File: config.mk
export PLATFORM = sky130hd
export DESIGN_NAME = cellular_automaton_generation_step_unit
export DESIGN_NICKNAME = d
export VERILOG_FILES = /design/src/sv/cags_pkg.sv /design/src/sv/cags_front.sv /design/src/sv/cags_queue.sv /design/src/sv/cags_back.sv /design/src/sv/cellular_automaton_generation_step_unit.sv
export SDC_FILE = /design/constraint.sdc
export NUM_CORES = 1
export LEC_CHECK = 0
export ABC_CLOCK_PERIOD_IN_PS = 4450
export BUFFER_PORTS_ARGS = -buffer_cell sky130_fd_sc_hd__buf_2
export CAP_MARGIN = 20
export CORE_AREA = 2 2 92 94
export CTS_BUF_LIST = sky130_fd_sc_hd__clkbuf_2
export DETAILED_ROUTE_END_ITERATION = 8
export DIE_AREA = 0 0 94 96
export PLACE_DENSITY = 0.76
export SYNTH_ARGS = -nofsm -noshare
export SYNTH_HDL_FRONTEND = slang
export SYNTH_SLANG_ARGS = --single-unit
File: constraint.sdc
create_clock -name aclk -period 4.45 [get_ports aclk]
set_input_delay 0.2225 -clock aclk [delete_from_list [all_inputs] [get_ports aclk]]
set_output_delay 0.2225 -clock aclk [all_outputs]
set_load 0.01 [all_outputs]
File: src/sv/cags_pkg.sv
package cags_pkg;

    // window geometry
    localparam int MAX_WINDOW = 5;
    localparam int WIN_W      = MAX_WINDOW - 1;
    localparam int IDX_W      = MAX_WINDOW;
    localparam int RULE_W     = 1 << MAX_WINDOW;
    localparam int PCOUNT_W   = 3;

    // configuration register indexes
    localparam int CFG_INDEX_W = 2;
    localparam logic [CFG_INDEX_W-1:0] REG_PARENT_COUNT = 2'd0;
    localparam logic [CFG_INDEX_W-1:0] REG_RULE_WORD    = 2'd1;

    typedef enum logic [1:0] {
        FAULT_NONE = 2'd0,
        FAULT_RULE = 2'd1,
        FAULT_EVEN = 2'd2
    } fault_t;

    // what the back end does with a queued request
    typedef enum logic [1:0] {
        OP_RESTART = 2'd0,
        OP_PASS    = 2'd1,
        OP_CELL    = 2'd2
    } op_kind_t;

    typedef struct packed {
        op_kind_t kind;
        logic     cell_bit;
        logic     last;
        logic     first;
        fault_t   fault;
    } op_t;

    typedef struct packed {
        logic [PCOUNT_W-1:0] parent_count;
        logic [RULE_W-1:0]   rule_word;
        logic                rule_ok;
    } cfg_t;

    // rule must fit in 2^parent_count bits and parent_count must be in range
    function automatic logic rule_is_valid(logic [PCOUNT_W-1:0] p, logic [RULE_W-1:0] rule);
        logic ok;
        begin
            case (p)
                3'd1:    ok = (rule[RULE_W-1:2] == '0);
                3'd2:    ok = (rule[RULE_W-1:4] == '0);
                3'd3:    ok = (rule[RULE_W-1:8] == '0);
                3'd4:    ok = (rule[RULE_W-1:16] == '0);
                3'd5:    ok = 1'b1;
                default: ok = 1'b0;
            endcase
            return ok;
        end
    endfunction

endpackage

File: src/sv/cags_front.sv
module cags_front (
    input  logic              aclk,
    input  logic              aresetn,
    input  logic              s_valid,
    input  logic              s_cmd,
    input  logic              s_cell_in,
    input  logic              s_last_in,
    input  logic              rule_ok,
    input  logic              push_ready,
    output logic              push_valid,
    output cags_pkg::op_t     push_op
);

    logic mid_reg, mid_next;
    logic odd_reg, odd_next;
    logic accept;
    logic parity;

    assign accept     = s_valid && push_ready;
    assign push_valid = s_valid;

    // classify the request and track generation length parity
    always_comb begin
        mid_next          = mid_reg;
        odd_next          = odd_reg;
        parity            = mid_reg ? ~odd_reg : 1'b1;
        push_op.kind      = cags_pkg::OP_CELL;
        push_op.cell_bit  = s_cell_in;
        push_op.last      = s_last_in;
        push_op.first     = ~mid_reg;
        push_op.fault     = cags_pkg::FAULT_NONE;
        if (s_cmd) begin
            push_op.kind     = cags_pkg::OP_RESTART;
            push_op.cell_bit = rule_ok;
            push_op.last     = 1'b1;
            push_op.fault    = rule_ok ? cags_pkg::FAULT_NONE : cags_pkg::FAULT_RULE;
            mid_next         = 1'b0;
            odd_next         = 1'b0;
        end else if (!rule_ok) begin
            push_op.kind     = cags_pkg::OP_PASS;
            push_op.cell_bit = 1'b0;
            push_op.fault    = cags_pkg::FAULT_RULE;
            mid_next         = ~s_last_in;
            odd_next         = s_last_in ? 1'b0 : parity;
        end else if (!s_last_in) begin
            mid_next = 1'b1;
            odd_next = parity;
        end else begin
            mid_next = 1'b0;
            odd_next = 1'b0;
            if (!parity) begin
                push_op.kind     = cags_pkg::OP_PASS;
                push_op.cell_bit = 1'b0;
                push_op.fault    = cags_pkg::FAULT_EVEN;
            end
        end
    end

    always_ff @(posedge aclk) begin
        if (!aresetn) begin
            mid_reg <= 1'b0;
            odd_reg <= 1'b0;
        end else if (accept) begin
            mid_reg <= mid_next;
            odd_reg <= odd_next;
        end
    end

endmodule

File: src/sv/cags_queue.sv
module cags_queue #(
    parameter int DEPTH = 2
) (
    input  logic          aclk,
    input  logic          aresetn,
    input  logic          push_valid,
    output logic          push_ready,
    input  cags_pkg::op_t push_op,
    output logic          pop_valid,
    input  logic          pop_ready,
    output cags_pkg::op_t pop_op
);

    localparam int PTR_W = $clog2(DEPTH);
    localparam int CNT_W = $clog2(DEPTH + 1);

    cags_pkg::op_t    mem [DEPTH];
    logic [PTR_W-1:0] wr_ptr_reg, wr_ptr_next;
    logic [PTR_W-1:0] rd_ptr_reg, rd_ptr_next;
    logic [CNT_W-1:0] count_reg, count_next;
    logic             push, pop;

    assign push_ready = (count_reg != CNT_W'(DEPTH));
    assign pop_valid  = (count_reg != '0);
    assign push       = push_valid && push_ready;
    assign pop        = pop_valid && pop_ready;
    assign pop_op     = mem[rd_ptr_reg];

    // pointer wrap and occupancy
    always_comb begin
        wr_ptr_next = wr_ptr_reg;
        rd_ptr_next = rd_ptr_reg;
        count_next  = count_reg;
        if (push) begin
            wr_ptr_next = (wr_ptr_reg == PTR_W'(DEPTH - 1)) ? '0 : wr_ptr_reg + 1'b1;
        end
        if (pop) begin
            rd_ptr_next = (rd_ptr_reg == PTR_W'(DEPTH - 1)) ? '0 : rd_ptr_reg + 1'b1;
        end
        if (push && !pop) begin
            count_next = count_reg + 1'b1;
        end else if (pop && !push) begin
            count_next = count_reg - 1'b1;
        end
    end

    always_ff @(posedge aclk) begin
        if (!aresetn) begin
            wr_ptr_reg <= '0;
            rd_ptr_reg <= '0;
            count_reg  <= '0;
        end else begin
            wr_ptr_reg <= wr_ptr_next;
            rd_ptr_reg <= rd_ptr_next;
            count_reg  <= count_next;
        end
    end

    // storage
    always_ff @(posedge aclk) begin
        if (push) begin
            mem[wr_ptr_reg] <= push_op;
        end
    end

endmodule

File: src/sv/cags_back.sv
module cags_back (
    input  logic           aclk,
    input  logic           aresetn,
    input  cags_pkg::cfg_t cfg,
    input  logic           head_valid,
    input  cags_pkg::op_t  head_op,
    output logic           head_ready,
    output logic           draining,
    output logic           m_valid,
    input  logic           m_ready,
    output logic           m_cell_out,
    output logic           m_last_out,
    output logic [1:0]     m_fault
);

    localparam int WIN_W    = cags_pkg::WIN_W;
    localparam int IDX_W    = cags_pkg::IDX_W;
    localparam int PCOUNT_W = cags_pkg::PCOUNT_W;

    logic [WIN_W-1:0]    win_reg, win_next;
    logic                outer_reg, outer_next;
    logic [PCOUNT_W-1:0] drain_reg, drain_next;
    logic                m_valid_reg, m_valid_next;
    logic                m_cell_reg, m_last_reg;
    cags_pkg::fault_t    m_fault_reg;

    logic [IDX_W:0]      span;
    logic [IDX_W-1:0]    imask;
    logic [WIN_W-1:0]    wmask;
    logic [IDX_W-1:0]    all_idx;
    logic                outer_rule;
    logic                out_free;
    logic [WIN_W-1:0]    feed_base;
    logic                feed_cell;
    logic [IDX_W-1:0]    idx;
    logic                fed_bit;
    logic [WIN_W-1:0]    win_fed;
    logic                emit;
    logic                e_cell, e_last;
    cags_pkg::fault_t    e_fault;

    assign draining   = (drain_reg != '0);
    assign out_free   = !m_valid_reg || m_ready;
    assign head_ready = out_free && !draining;

    // window masks for the current parent count
    always_comb begin
        span       = (IDX_W + 1)'(1) << cfg.parent_count;
        imask      = IDX_W'(span - 1'b1);
        wmask      = imask[IDX_W-1:1];
        all_idx    = outer_reg ? imask : '0;
        outer_rule = cfg.rule_word[all_idx];
    end

    // shift one parent cell into the window and look up the rule bit
    always_comb begin
        if (draining) begin
            feed_base = win_reg;
            feed_cell = outer_reg;
        end else begin
            feed_base = head_op.first ? (outer_reg ? wmask : '0) : win_reg;
            feed_cell = head_op.cell_bit;
        end
        idx     = {feed_base, feed_cell} & imask;
        fed_bit = cfg.rule_word[idx];
        win_fed = idx[WIN_W-1:0] & wmask;
    end

    // carry out the head request or the next drain cell
    always_comb begin
        win_next   = win_reg;
        outer_next = outer_reg;
        drain_next = drain_reg;
        emit       = 1'b0;
        e_cell     = 1'b0;
        e_last     = 1'b0;
        e_fault    = cags_pkg::FAULT_NONE;
        if (out_free) begin
            if (draining) begin
                emit       = 1'b1;
                e_cell     = fed_bit;
                e_last     = (drain_reg == PCOUNT_W'(1));
                win_next   = win_fed;
                drain_next = drain_reg - 1'b1;
                if (drain_reg == PCOUNT_W'(1)) begin
                    outer_next = outer_rule;
                    win_next   = '0;
                end
            end else if (head_valid) begin
                emit = 1'b1;
                case (head_op.kind)
                    cags_pkg::OP_RESTART: begin
                        outer_next = 1'b0;
                        win_next   = '0;
                        e_cell     = head_op.cell_bit;
                        e_last     = 1'b1;
                        e_fault    = head_op.fault;
                    end
                    cags_pkg::OP_PASS: begin
                        e_cell  = head_op.cell_bit;
                        e_last  = head_op.last;
                        e_fault = head_op.fault;
                        // a closing request ends the generation with an empty window
                        if (head_op.last) begin
                            win_next = '0;
                        end
                    end
                    cags_pkg::OP_CELL: begin
                        e_cell   = fed_bit;
                        win_next = win_fed;
                        if (head_op.last) begin
                            e_last     = (cfg.parent_count == PCOUNT_W'(1));
                            drain_next = cfg.parent_count - 1'b1;
                            if (cfg.parent_count == PCOUNT_W'(1)) begin
                                outer_next = outer_rule;
                                win_next   = '0;
                            end
                        end
                    end
                    default: begin
                        emit = 1'b0;
                    end
                endcase
            end
        end
        m_valid_next = out_free ? emit : m_valid_reg;
    end

    always_ff @(posedge aclk) begin
        if (!aresetn) begin
            win_reg     <= '0;
            outer_reg   <= 1'b0;
            drain_reg   <= '0;
            m_valid_reg <= 1'b0;
        end else begin
            win_reg     <= win_next;
            outer_reg   <= outer_next;
            drain_reg   <= drain_next;
            m_valid_reg <= m_valid_next;
        end
    end

    // result register
    always_ff @(posedge aclk) begin
        if (emit) begin
            m_cell_reg  <= e_cell;
            m_last_reg  <= e_last;
            m_fault_reg <= e_fault;
        end
    end

    assign m_valid    = m_valid_reg;
    assign m_cell_out = m_cell_reg;
    assign m_last_out = m_last_reg;
    assign m_fault    = m_fault_reg;

endmodule

File: src/sv/cellular_automaton_generation_step_unit.sv
// path: an accepted request is stored in the request queue, then the back end registers its first result
// throughput: one cell per cycle unless m_ready is low; a last cell occupies the back end
// while it drains the trailing cells; the request queue takes up to QUEUE_DEPTH requests
// meanwhile and the input then stalls until the drain ends
// reset: synchronous, active-low aresetn clears the queue, window, outer bit and parity,
// and sets parent_count to 3 and rule_word to 0
module cellular_automaton_generation_step_unit #(
    parameter int QUEUE_DEPTH = 2
) (
    input  logic                             aclk,
    input  logic                             aresetn,
    input  logic                             s_valid,
    output logic                             s_ready,
    input  logic                             s_cmd,
    input  logic                             s_cell_in,
    input  logic                             s_last_in,
    output logic                             m_valid,
    input  logic                             m_ready,
    output logic                             m_cell_out,
    output logic                             m_last_out,
    output logic [1:0]                       m_fault,
    input  logic                             cfg_valid,
    output logic                             cfg_ready,
    input  logic [cags_pkg::CFG_INDEX_W-1:0] cfg_index,
    input  logic [cags_pkg::RULE_W-1:0]      cfg_data
);

    logic [cags_pkg::PCOUNT_W-1:0] pcount_reg, pcount_next;
    logic [cags_pkg::RULE_W-1:0]   rule_reg, rule_next;
    cags_pkg::cfg_t                cfg;
    logic                          push_valid;
    cags_pkg::op_t                 push_op;
    logic                          head_valid;
    logic                          head_ready;
    cags_pkg::op_t                 head_op;
    logic                          draining;

    assign cfg_ready = 1'b1;

    // configuration registers
    always_comb begin
        pcount_next = pcount_reg;
        rule_next   = rule_reg;
        if (cfg_valid && cfg_ready) begin
            case (cfg_index)
                cags_pkg::REG_PARENT_COUNT: pcount_next = cfg_data[cags_pkg::PCOUNT_W-1:0];
                cags_pkg::REG_RULE_WORD:    rule_next   = cfg_data;
                default: ;
            endcase
        end
    end

    always_ff @(posedge aclk) begin
        if (!aresetn) begin
            pcount_reg <= cags_pkg::PCOUNT_W'(3);
            rule_reg   <= '0;
        end else begin
            pcount_reg <= pcount_next;
            rule_reg   <= rule_next;
        end
    end

    assign cfg.parent_count = pcount_reg;
    assign cfg.rule_word    = rule_reg;
    assign cfg.rule_ok      = cags_pkg::rule_is_valid(pcount_reg, rule_reg);

    cags_front u_front (
        .aclk       (aclk),
        .aresetn    (aresetn),
        .s_valid    (s_valid),
        .s_cmd      (s_cmd),
        .s_cell_in  (s_cell_in),
        .s_last_in  (s_last_in),
        .rule_ok    (cfg.rule_ok),
        .push_ready (s_ready),
        .push_valid (push_valid),
        .push_op    (push_op)
    );

    cags_queue #(
        .DEPTH (QUEUE_DEPTH)
    ) u_queue (
        .aclk       (aclk),
        .aresetn    (aresetn),
        .push_valid (push_valid),
        .push_ready (s_ready),
        .push_op    (push_op),
        .pop_valid  (head_valid),
        .pop_ready  (head_ready),
        .pop_op     (head_op)
    );

    cags_back u_back (
        .aclk       (aclk),
        .aresetn    (aresetn),
        .cfg        (cfg),
        .head_valid (head_valid),
        .head_op    (head_op),
        .head_ready (head_ready),
        .draining   (draining),
        .m_valid    (m_valid),
        .m_ready    (m_ready),
        .m_cell_out (m_cell_out),
        .m_last_out (m_last_out),
        .m_fault    (m_fault)
    );

    // no new request is taken from the queue while trailing cells drain
    assert property (@(posedge aclk) disable iff (!aresetn) draining |-> !head_ready)
        else $error("queue popped during drain");

    // a faulted result never carries a live cell
    assert property (@(posedge aclk) disable iff (!aresetn)
        (m_valid && m_fault != cags_pkg::FAULT_NONE) |-> !m_cell_out)
        else $error("live cell on faulted result");

    // an even-length fault always closes the generation
    assert property (@(posedge aclk) disable iff (!aresetn)
        (m_valid && m_fault == cags_pkg::FAULT_EVEN) |-> m_last_out)
        else $error("even-length fault without last");

    // the drain ends on a last cell
    assert property (@(posedge aclk) disable iff (!aresetn)
        (draining && m_ready && m_valid) |=> (draining || (m_valid && m_last_out)))
        else $error("drain ended without last cell");

endmodule

# Word-level counts from Yosys, hierarchy flattened
# Memory sizes are Yosys's and may differ from the RTL's. A register that Yosys moved wholly into a read port is not among the register bits.
# Index checks and enable logic that the tools add are counted.
# Widths: inputs -> output; s select.
# classes
n_bitwise,8
eq_ne,14
shift,1
n_mux,62
n_reduce_logical,32
add_sub_neg,7
magnitude_cmp,2
# ops
operator,n
$mux 4,9
$mux 1,31
$logic_not 30->1,1
$logic_not 28->1,1
$logic_not 24->1,1
$mux 3,8
$logic_not 16->1,1
$lt 5x6->1 const B,2
$mux 2,6
$pmux 4 s3,1
$bmux 1 s5,2
$reduce_bool 2->1,5
$ne 3x1->1 const B,3
$reduce_and 4->1,2
$eq 3x1->1 const B,2
$eq 3x2->1 const B,2
$eq 3x3->1 const B,2
$not 1->1,6
$reduce_and 6->1,1
$reduce_bool 3->1,2
$sub 3x1->3 const B,2
$and 5x5->5,1
$logic_and 1x1->1,5
$mux 5,1
other kinds (20),29
# totals
in_bits,42
out_inout_bits,7
regBits,54
n_memories,1
ram_bits,14
elab_cells,141
# memory_table
name,words,word_bits,rd,rd_clocked_by_memory_dff,write_ports,line,source
u_queue.mem,2,7,1,1,1,cags_queue.sv:17,cags_pkg::op_t mem [DEPTH];

# Depth between registers and ports, before layout
# logic_depth
depth_word,12
depth_mapped,15

# Hierarchy
# From an unflattened synthesis, not the netlist that was laid out.
# unflattened
hier_cells,443
area_unflattened_um2,3917.5
# modules_own_cells
module,instances,seq_area_each_um2,cells_each,area_per_inst_um2
cags_back,1,300.3,205,1594.0
cellular_automaton_generation_step_unit,1,700.7,169,1416.4
cags_queue,1,520.5,46,747.0
cags_front,1,40.0,23,160.2

# Worst setup path before layout
# OpenSTA, ideal clock, no wires.
# synth_path
path_type,flip-flop to flip-flop
startpoint,register pcount_reg[0] (netlist bit)
endpoint,"register u_back.m_cell_reg, in the netlist u_back.m_cell_out (data pin)"
arrival_ns,2.781
required_time_ns,4.183
path_slack_ns,1.402
n_path_buf,2
stages_incl_launch_ff,16
cell_sequence,dfxtp_1 inv_1 ha_1 nor2b_1 buf_4 inv_2 ha_1 nand2b_1 mux2i_4 buf_12 mux2i_1 a22oi_1 a21oi_1 a211oi_1 o211ai_1 o211ai_1
# synth_via
elab_chain_cells,11
# synth_lines
item,line,source
start: declaration,cellular_automaton_generation_step_unit.sv:28,"logic [cags_pkg::PCOUNT_W-1:0] pcount_reg, pcount_next;"
start signal: assignment,cellular_automaton_generation_step_unit.sv:55,pcount_reg <= cags_pkg::PCOUNT_W'(3);
start signal: assignment,cellular_automaton_generation_step_unit.sv:58,pcount_reg <= pcount_next;
$shl 1x3->5 (*),cags_back.sv:48,span = (IDX_W + 1)'(1) << cfg.parent_count;
$sub 5x1->5 (*),cags_back.sv:49,imask = IDX_W'(span - 1'b1);
$mux 4 (2 in a row),cags_back.sv:61,feed_base = head_op.first ? (outer_reg ? wmask : '0) : win_reg;
$mux 4,cags_back.sv:57,if (draining) begin
$and 5x5->5 (*),cags_back.sv:64,"idx = {feed_base, feed_cell} & imask;"
$bmux 1 s5 (*),cags_back.sv:65,fed_bit = cfg.rule_word[idx];
$mux 1 (not written as such) (*),cags_back.sv:65,
$pmux 1 s2,cags_back.sv:91,case (head_op.kind)
$mux 1,cags_back.sv:89,end else if (head_valid) begin
$mux 1 (*),cags_back.sv:79,if (draining) begin
end signal: assignment,cags_back.sv:146,m_cell_reg <= e_cell;
end: declaration,cags_back.sv:24,"logic m_cell_reg, m_last_reg;"
# Mark *: on every way between the ends. The rest lies on a longest branch, timed or not. The select of a mux whose other input is x is not followed.
# A chain may end at the register's enable or synchronous reset.

# Worst setup path in the final report
# Ends and elaborated chain as after synthesis.

==> reports/metrics.yaml <==
max_freq_mhz: 253
power.leakage_nw: 1.79
path_class: "register to register"
synthArstFlopShare: 0
wl_met1_um: 4030
vias: 3523
yosys.area.top_type_share: 0.261
critPathLaunch: "pcount_reg[0]$_SDFFE_PN1P_"
r2r_cells: 14
cp.depth: 14
critPathLaunchType: "register"
cp_cell_sequence: "inv_1 -> ha_1 -> nor2b_1 -> inv_2 -> ha_1 -> nand2b_1 -> mux2i_4 -> buf_4 -> mux2i_1 -> a22oi_1 -> a21oi_1 -> a211oi_1 -> o21ai_1 -> o211ai_1"
io_buffers: 47
end_kind: "register"
grt_antenna_before_repair: 0
total_power_w: 0.00193
die-area_sq_um: 9020
rows: 33
irDropWorstVdd_mv: 0.169
finalHoldViolations: 0
grt-ovfl-total: 0
htreeDepth: 3
grt_pass1_vias: 3301
multi_input_area_sq_um: 2170
synthTopCellsByCount: "nand2_1, dfxtp_1, nor2_1"
syn-num-nets: 502
top_level_ports: 49
syn_avg_cell_area_sq_um: 8.78
worstMarginPinSlew_ns: 0.668
clk_path_buf_depth: 2
yosys_warnings: 0
slowest_stage: "nor2b_1"
synth_top_cell_by_area: "dfxtp_1"
die_x_um: 94
antennaDiodeCount: 0
seq_area_sq_um: 1560
rrSetupSlack_ns: 0.49
grt_pass1_wl_um: 15300
dpl_cell_area_sq_um: 4180
netlist-cell-type-count: 58
globalRouteTotalUtil: 0.215
via_per_inst: 5.59
root_buffer: "clkbuf_2"
period_needed_ns: 3.96
ant_nets: 0
finalSetupViolCount: 0
drtIter0Drc: 234
yosys_most_used_dff: "dfxtp_1"
stdcell_count: 630
synth-edff-count: 18
syn_area_sq_um: 3920
hpwl_um: 6400
dr_wl_met3_um: 496
worstSkewPairLatency_ns: 0.50
yosys-top-cells-area: "dfxtp_1, edfxtp_1, nand2_1"
path_max_fanout: 16
clk_transition_reported_paths_ns: 0.19
drc: 0
period_share: 0.890
drv_slew: 0
die_height_um: 96
rsz0062_at_grt: "false"
nFillCells: 715
status: "complete, no violations"
cts_buffers: 9
p_per_area_nw_per_um2: 411
ys_seq_area_frac: 0.399
rr_startpoint: "pcount_reg[0]$_SDFFE_PN1P_"
slew_headroom: 0.554
critPathTopFamily: "compound AO/OA/AOI/OAI gates"
drtPass1Iterations: 5
critPathBufInv: 3
synth_most_common_cell: "nand2_1"
wl_met2_um: 4530
required_ns: 4.82
crit_top_cell: "ha_1"
cts_tree: "done"
placed_cells: 579
hp-class: "input pin to register"
endpoint: "u_back.m_cell_out$_SDFFCE_PP0P_"
grt_max_degree: 40
top_layer: "met4"
r2r_end: "u_back.m_cell_out$_SDFFCE_PP0P_"
tns_ns: 0
core_sq_um: 8050
gp_congestion: 0.912
cts.sinks: 69
area_delta_synth_final_pct: 20.0
syn_inst: 446
start_util: 0.487
largest_reg_flops: 32
routed_wl_um: 9240
synth-seq-cells: 69
drive_gt1_frac: 0.154
final_util: 0.584
critPathArrivalTime_ns: 4.33
finClkSkew_ns: 0.0194
route.detailed.wl_per_inst_um: 14.7
final_area_sq_um: 4700
final_nets: 576
drv_cap: 0
slowest_delay_ns: 0.52
-- placed cells by master (no fill, tap or decap), types with 6 or more instances in the layout --
cell type      count
a22oi_1           11
a21oi_1           29
nor3_1            10
a211oi_1           8
dfxtp_1           51
nand2_1           78
buf_2             47
nor4_1             8
inv_1             16
clkbuf_2           9
ha_1              14
nor2b_1            8
mux2i_1           27
mux2_2             6
nor2_1            36
a21boi_0          31
o21ai_0            6
edfxtp_1          18
dlygate4sd3_1     33
-- logic make-up (layout without fill, tap and decap cells) --
logic type / after synthesis / after routing / share of synthesized area
flip-flops: 69 / 69 / 0.399
adder cells (fa/ha/maj): 14 / 14 / 0.0447
multiplexers: 36 / 36 / 0.102
buffers and inverters: 38 / 117 / 0.0463
AND/OR/NAND/NOR: 168 / 168 / 0.196
XOR/XNOR: 8 / 8 / 0.0179
other: 1 / 1 / 0.000957
AO/OA/AOI/OAI: 112 / 112 / 0.194
-- per-layer routing --
layer	vias up	track usage
li1	1733	-
met4	0	0.0688
met2	126	0.379
met3	18	0.0470
met1	1646	0.262
met5	-	0
-- power breakdown --
| group | internal [W] | leakage (nW) | switching, W |
|---|---|---|---|
| Clock | 0.000183 | 0.0793 | 0.000227 |
| Combinational | 0.000301 | 1.13 | 0.000434 |
| Sequential | 0.000735 | 0.580 | 0.0000504 |
-- area by class of cell --
class	count	area share
Multi-Input combinational cell	339	0.462
Sequential cell	69	0.332
Timing Repair Buffer	84	0.135
Tap cell	105	0.0279
Clock inverter	7	0.0192
Inverter	17	0.0136
Clock buffer	9	0.00958
-- worst register-to-register path, stage by stage (launching register included) --
cell and delay [ns]:
dfxtp_1 0.38, inv_1 0.15, ha_1 0.26, nor2b_1 0.52, inv_2 0.20, ha_1 0.52, nand2b_1 0.29, mux2i_4 0.17
buf_4 0.30, mux2i_1 0.12, a22oi_1 0.19, a21oi_1 0.11, a211oi_1 0.33, o21ai_1 0.12, o211ai_1 0.17
-- what timing repair did --
action | CTS | global route
setup buffers | 0 | 0
hold buffers | 33 | 0
endpoints found under the hold margin | 37 | 0
gates resized for setup | 0 | 0
-- per-stage QoR --
step / hold WS (ns) / worst slack (ns)
floorplan: 0.358 / 1.40
global placement: 0.472 / 0.763
detailed placement: 0.482 / 0.583
CTS: 0.0113 / 0.559
global route: 0.00557 / 0.263
finish: 0.0498 / 0.492
-- worst min path at each step --
stage                       startpoint                          end  depth (start not counted)
after floorplan           cfg_data[31]    rule_reg[31]$_SDFFE_PN0P_                          2
after global placement     cfg_data[9]     rule_reg[9]$_SDFFE_PN0P_                          3
after detailed placement  cfg_data[20]    rule_reg[20]$_SDFFE_PN0P_                          3
after CTS                    s_last_in  u_queue.mem[1][3]$_DFFE_PP_                          2
after global routing         s_last_in  u_queue.mem[1][3]$_DFFE_PP_                          2
final                        s_last_in  u_queue.mem[1][3]$_DFFE_PP_                          2
(Power assumes the default switching activity.)
